**src/sv/fccm_pkg.sv**
```systemverilog
// Shared types and constants of the cluster chain manager.
`default_nettype none

package fccm_pkg;

	// Command codes carried in the slave-side tuser
	typedef enum logic [1:0] {
		CMD_READ  = 2'd0,
		CMD_WRITE = 2'd1,
		CMD_ALLOC = 2'd2,
		CMD_FREE  = 2'd3
	} cmd_t;

	// Result status carried in the master-side tuser
	typedef enum logic [1:0] {
		ST_OK    = 2'd0,
		ST_FULL  = 2'd1,
		ST_RANGE = 2'd2
	} status_t;

	// Configuration register indexes
	localparam logic [1:0] REG_CLUSTER_LIMIT   = 2'd0;
	localparam logic [1:0] REG_DATA_START      = 2'd1;
	localparam logic [1:0] REG_CLUSTER_SECTORS = 2'd2;

	// Configuration reset values
	localparam logic [15:0] LIMIT_RESET   = 16'd4096;
	localparam logic [31:0] START_RESET   = 32'd0;
	localparam logic [7:0]  SECTORS_RESET = 8'd4;

	// Table entry codes
	localparam logic [15:0] EOC_MARK    = 16'hFFF8;
	localparam logic [15:0] ENTRY0_INIT = 16'hFFF8;
	localparam logic [15:0] ENTRY1_INIT = 16'hFFFF;
	localparam logic [15:0] ALLOC_CEIL  = 16'hFFF0;
	localparam logic [15:0] FIRST_DATA  = 16'd2;

	// Controller states
	typedef enum logic [3:0] {
		S_CLEAR,
		S_IDLE,
		S_DISPATCH,
		S_RD_WAIT,
		S_AL_SCAN,
		S_AL_MARK,
		S_FR_RD,
		S_FR_WR,
		S_FINISH
	} state_t;

	// Write data select for the table
	typedef enum logic [1:0] {
		W_INIT,
		W_VAL,
		W_EOC,
		W_ZERO
	} wsel_t;

	// Commands from controller to datapath
	typedef struct packed {
		logic    accept;
		logic    cur_inc;
		logic    cur_from_cand;
		logic    cur_from_rdata;
		logic    mem_re;
		logic    mem_we;
		wsel_t   wsel;
		logic    ev_from_rdata;
		logic    ev_from_cur;
		logic    sa_en;
		logic    st_set;
		status_t st_code;
		logic    out_load;
	} ctl_cmd_t;

	// Status from datapath to controller
	typedef struct packed {
		cmd_t cmd;
		logic oor;
		logic clr_last;
		logic hit;
		logic at_bound;
		logic link_end;
		logic out_free;
	} dp_stat_t;

endpackage

`default_nettype wire

```
**src/sv/fccm_ctrl.sv**
```systemverilog
// Controller state machine: sequences clearing, command steps and result hand-off.
`default_nettype none

module fccm_ctrl (
	input  wire logic              clk,
	input  wire logic              arst_n,
	input  wire logic              s_tvalid,
	output logic                   s_tready,
	input  wire fccm_pkg::dp_stat_t stat,
	output fccm_pkg::ctl_cmd_t     cmd
);

	fccm_pkg::state_t state_q, state_d;

	// State register
	always_ff @(posedge clk or negedge arst_n) begin
		if (!arst_n) begin
			state_q <= fccm_pkg::S_CLEAR;
		end else begin
			state_q <= state_d;
		end
	end

	// Next state and commands
	always_comb begin
		state_d  = state_q;
		s_tready = 1'b0;
		cmd      = '0;
		cmd.wsel    = fccm_pkg::W_ZERO;
		cmd.st_code = fccm_pkg::ST_OK;
		unique case (state_q)
			fccm_pkg::S_CLEAR: begin
				cmd.mem_we  = 1'b1;
				cmd.wsel    = fccm_pkg::W_INIT;
				cmd.cur_inc = 1'b1;
				if (stat.clr_last) begin
					state_d = fccm_pkg::S_IDLE;
				end
			end
			fccm_pkg::S_IDLE: begin
				s_tready = 1'b1;
				if (s_tvalid) begin
					cmd.accept = 1'b1;
					state_d    = fccm_pkg::S_DISPATCH;
				end
			end
			fccm_pkg::S_DISPATCH: begin
				unique case (stat.cmd)
					fccm_pkg::CMD_READ: begin
						if (stat.oor) begin
							cmd.st_set  = 1'b1;
							cmd.st_code = fccm_pkg::ST_RANGE;
							state_d     = fccm_pkg::S_FINISH;
						end else begin
							cmd.mem_re = 1'b1;
							state_d    = fccm_pkg::S_RD_WAIT;
						end
					end
					fccm_pkg::CMD_WRITE: begin
						if (stat.oor) begin
							cmd.st_set  = 1'b1;
							cmd.st_code = fccm_pkg::ST_RANGE;
						end else begin
							cmd.mem_we = 1'b1;
							cmd.wsel   = fccm_pkg::W_VAL;
						end
						state_d = fccm_pkg::S_FINISH;
					end
					fccm_pkg::CMD_ALLOC: begin
						state_d = fccm_pkg::S_AL_SCAN;
					end
					fccm_pkg::CMD_FREE: begin
						if (stat.oor) begin
							cmd.st_set  = 1'b1;
							cmd.st_code = fccm_pkg::ST_RANGE;
							state_d     = fccm_pkg::S_FINISH;
						end else begin
							state_d = fccm_pkg::S_FR_RD;
						end
					end
				endcase
			end
			fccm_pkg::S_RD_WAIT: begin
				cmd.ev_from_rdata = 1'b1;
				cmd.sa_en         = 1'b1;
				state_d           = fccm_pkg::S_FINISH;
			end
			// Pipelined scan: read issued each cycle, checked the next
			fccm_pkg::S_AL_SCAN: begin
				priority if (stat.hit) begin
					cmd.cur_from_cand = 1'b1;
					state_d           = fccm_pkg::S_AL_MARK;
				end else if (stat.at_bound) begin
					cmd.st_set  = 1'b1;
					cmd.st_code = fccm_pkg::ST_FULL;
					state_d     = fccm_pkg::S_FINISH;
				end else begin
					cmd.mem_re  = 1'b1;
					cmd.cur_inc = 1'b1;
				end
			end
			fccm_pkg::S_AL_MARK: begin
				cmd.mem_we      = 1'b1;
				cmd.wsel        = fccm_pkg::W_EOC;
				cmd.ev_from_cur = 1'b1;
				cmd.sa_en       = 1'b1;
				state_d         = fccm_pkg::S_FINISH;
			end
			// Chain walk: read the link, then zero the entry and follow it
			fccm_pkg::S_FR_RD: begin
				if (stat.link_end) begin
					state_d = fccm_pkg::S_FINISH;
				end else begin
					cmd.mem_re = 1'b1;
					state_d    = fccm_pkg::S_FR_WR;
				end
			end
			fccm_pkg::S_FR_WR: begin
				cmd.mem_we         = 1'b1;
				cmd.wsel           = fccm_pkg::W_ZERO;
				cmd.cur_from_rdata = 1'b1;
				state_d            = fccm_pkg::S_FR_RD;
			end
			fccm_pkg::S_FINISH: begin
				if (stat.out_free) begin
					cmd.out_load = 1'b1;
					state_d      = fccm_pkg::S_IDLE;
				end
			end
			default: begin
				state_d = fccm_pkg::S_IDLE;
			end
		endcase
	end

endmodule

`default_nettype wire

```
**config.mk**
```make
export PLATFORM = sky130hd
export DESIGN_NAME = fccm_ctrl
export DESIGN_NICKNAME = d
export VERILOG_FILES = /design/src/sv/fccm_pkg.sv /design/src/sv/fccm_ctrl.sv
export SDC_FILE = /design/constraint.sdc
export NUM_CORES = 1
export LEC_CHECK = 0
export ABC_AREA = 1
export BUFFER_PORTS_ARGS = -buffer_cell sky130_fd_sc_hd__buf_4
export CORE_MARGIN = 3
export CORE_UTILIZATION = 32
export DETAILED_ROUTE_END_ITERATION = 16
export GPL_ROUTABILITY_DRIVEN = 0
export GPL_TIMING_DRIVEN = 0
export PLACE_DENSITY = 0.62
export SLEW_MARGIN = 30
export SYNTH_ARGS = -nofsm -noshare
export SYNTH_HDL_FRONTEND = slang
export SYNTH_SLANG_ARGS = --single-unit
```
**constraint.sdc**
```tcl
create_clock -name clk -period 1.25 [get_ports clk]
set_input_delay 0.0625 -clock clk [delete_from_list [all_inputs] [get_ports clk]]
set_output_delay 0.0625 -clock clk [all_outputs]
set_load 0.05 [all_outputs]
```
==> run summary <==
Outcome: finished with violations
Violated checks: setup timing
First-pass GRT wire length: 3170 um
Number of cell rows: 13
Fin nets: 155
Synthesized instance count: 89
Total placed cells including tap cells: 130
Core outline area: 0.00137 mm2
Max IR drop VDD: 1.79 mV
Number of buffers on the longest clock path: 2
Start-to-end type of the worst setup path: flop to output pin
Setup violations, final: 20
Total stage count of the critical path: 6
Count of nets left with antenna violations after detail routing: 0
Most frequent standard cell in the layout excluding fill and tap cells: sky130_fd_sc_hd__buf_4
Power share of the clock group: 5.8%
Number of cells on the worst reg-to-reg path: 9
1st-iter DRT viols: 26
Commonest non-fill, non-tap cells in the layout: sky130_fd_sc_hd__buf_4, sky130_fd_sc_hd__buf_6, sky130_fd_sc_hd__nand2_1, sky130_fd_sc_hd__nor2_4, sky130_fd_sc_hd__inv_1
Total count of max-transition violations in the final report: 0
Dominant cell type by area after synthesis: sky130_fd_sc_hd__dfrtp_1
Ordered cell list for the critical path: nor2_4, nand2_4, nor3_4, nor2_4, o21ai_4, buf_6
Clock insertion delay at the later pin of the skew report: 240 ps
Die width: 45.2 um
Final sum of negative setup slack: -4250 ps
Vias in the first global route: 743
DRC violation count after routing: 0
Largest net degree at the start of global routing: 7
Transition at the pin with the smallest max-transition slack: 252 ps
Clock tree sinks: 4
Capture point of the worst reg-to-reg path: state_q[0]$_DFFE_PN0P_
Crit path max-delay family: simple AND/OR/NAND/NOR gates
DIE AREA: 0.00204 mm2
Initial standard-cell utilization of the core: 36.0%
Share of the clock period used by the worst path after layout: 124%
Number of maximum-capacitance violations: 0
Register clock-pin slew on the reported worst setup and hold paths: 50 ps
Registers with the most flip-flops: state_q: 4 flops
Diodes inserted: 0
Number of warnings printed during yosys synthesis: 0
Critical path capture point type: output pin
Non-filler cells in the finished layout: 158
Clock skew after layout: 12.3 ps
Required @ worst endpoint: 1190 ps
Data arrival at the endpoint of the critical path: 1490 ps
Net Sw Power: 0.00171 W
TritonCTS Buffers: 3
Post-layout utilization of the core: 88.8%
Reg-to-reg critical path startpoint: state_q[1]$_DFFE_PN0P_
Maximum net fanout on the critical path: 6
Filler cell count in the final layout: 62
Headroom to the max-slew limit: 83.2%
Switch share: 55.3%
DRT Wirelength: 2450 um
Area of all sequential standard cells: 104 um2
Routed via count divided by cell count: 5.17
Die height: 45.2 um
Sequential cell fraction of total power: 9.2%
PwrDens: 2550 mW/mm2
Reg with most FFs: state_q
Worst Slack Setup Final: -304 ps
R2R Setup Slk: -200 ps
Number of nets in the synthesized netlist: 100
Static power due to leakage: 0.612 nW
Cell mode on critical path: sky130_fd_sc_hd__nor2_4
Detailed-routing iteration count for the pre-antenna-repair pass: 4
Post-Syn Area per Cell: 5.52 um2
Number of distinct library cells after synthesis: 21
Setup slack at placement: -254 ps
Launching element type of the critical path: flop
Internal power summed over all cells: 0.00138 W
Crit path buf inv count: 1
Delay of the slowest critical-path stage: 470 ps
Capture point of the critical path: cmd[9]
Number of hold violations in the final report: 0
Largest cells by area after synthesis: sky130_fd_sc_hd__dfrtp_1, sky130_fd_sc_hd__nand2_1, sky130_fd_sc_hd__inv_1
Count of input and output buffers: 26
Cell at the slowest stage of the critical path: sky130_fd_sc_hd__dfrtp_2
GR Util All Layers: 21.3%
Number of top-level pins: 27
Worst Hold Depth: 3
Start point of the critical path: state_q[0]$_DFFE_PN0P_
Mean routed wirelength per cell: 15.5 um
Antenna violations before repair: 0
RSZ-0062 raised after global routing: yes
Netlist area before placement: 492 um2
Detailed placement HPWL: 1240 um
Area of the multi-input gates: 500 um2
Flip-flop count of the largest register, all copies and words added: 4
Layout cell share with drive strength beyond 1: 69.2%
Total via count in the routed design: 817
Congestion Overflow GR: 0
Layout overhead on the synthesized area: 147%
Part of the Yosys area used for sequential elements: 20.4%
CTS H-Tree Depth: 1
CTS root buf: sky130_fd_sc_hd__clkbuf_4
TritonCTS clock tree: yes
Hold Crit Class: primary input to flop
Max frequency: 644 MHz
Non-Filler Cell Area, Final: 0.00121 mm2
Total placed instance area: 812 um2
Synth Register Bits: 4
Combinational power share: 85.0%
Shortest clock period the worst path allows after layout: 1550 ps
Area share of the largest cell type after synthesis: 20.4%
-- metrics by stage --
stage | hold WS (ps) | total power, W
6_report | 163 | 0.00309
4_1_cts | 146 | 0.00272
5_1_grt | 173 | 0.00327
3_5_place_dp | -141 | 0.00199
2_1_floorplan | -233 | 0.00158
3_3_place_gp | -142 | 0.00198
-- layer usage --
metal,up-vias,GRT usage (%),part of all wire [%]
li1,384,-,-
met1,387,25.5,40
met2,40,37.9,53
met3,6,4.78,5.7
met4,0,5.26,2.2
met5,-,0,0
-- repair_timing --
action,CTS,global route
endpoints found under the hold margin,4,0
gates resized for setup,40,14
hold buffers,1,0
setup buffers,14,9
pin swaps,8,9
endpoints found under the setup margin,20,20
-- tightest hold or removal path, stage by stage --
cell                       delay, ps
sky130_fd_sc_hd__buf_4           120
sky130_fd_sc_hd__nand2_1          80
sky130_fd_sc_hd__o211ai_1         90
-- Yosys cell counts (all sizes together) --
master / n
nand3b: 1
nor4: 1
nand4: 1
nand2: 23
o21ai: 5
nor2: 21
nor3: 1
dfrtp: 4
inv: 20
or2: 1
nand3: 8
o211ai: 1
o21a: 1
a21oi: 1
-- power groups by stage --
stage,clock network [W],logic [W],registers [W]
6_report,0.000179,0.00263,0.000284
3_3_place_gp,0,0.00172,0.000259
5_1_grt,0.000204,0.00277,0.000292
3_5_place_dp,0,0.00173,0.000261
4_1_cts,0.000185,0.00226,0.000275
2_1_floorplan,0,0.00134,0.000248
-- how the worst min path moves through the flow --
stage,startpoint,endpoint
after floorplan,arst_n,state_q[0]$_DFFE_PN0P_
after global placement,arst_n,state_q[2]$_DFFE_PN0P_
after detailed placement,arst_n,state_q[0]$_DFFE_PN0P_
after CTS,arst_n,state_q[2]$_DFFE_PN0P_
final,stat[7],state_q[2]$_DFFE_PN0P_
after global routing,stat[7],state_q[2]$_DFFE_PN0P_
-- area by class of cell --
| type | instances | share of cell area (%) |
|---|---|---|
| multi-input combinational | 65 | 41.2 |
| tap | 15 | 1.55 |
| sequential | 4 | 8.56 |
| inverter | 20 | 7.01 |
| clock buffer | 4 | 2.16 |
| timing repair buffer | 50 | 39.5 |
-- cells by family after synthesis --
kind of cell	synth area share, %
and+or+nand+nor	53.7
DFF	20.4
AOI/OAI and AO/OA	10.7
buffers and inverters	15.3
No activity file was read; power rests on OpenSTA's default activity.
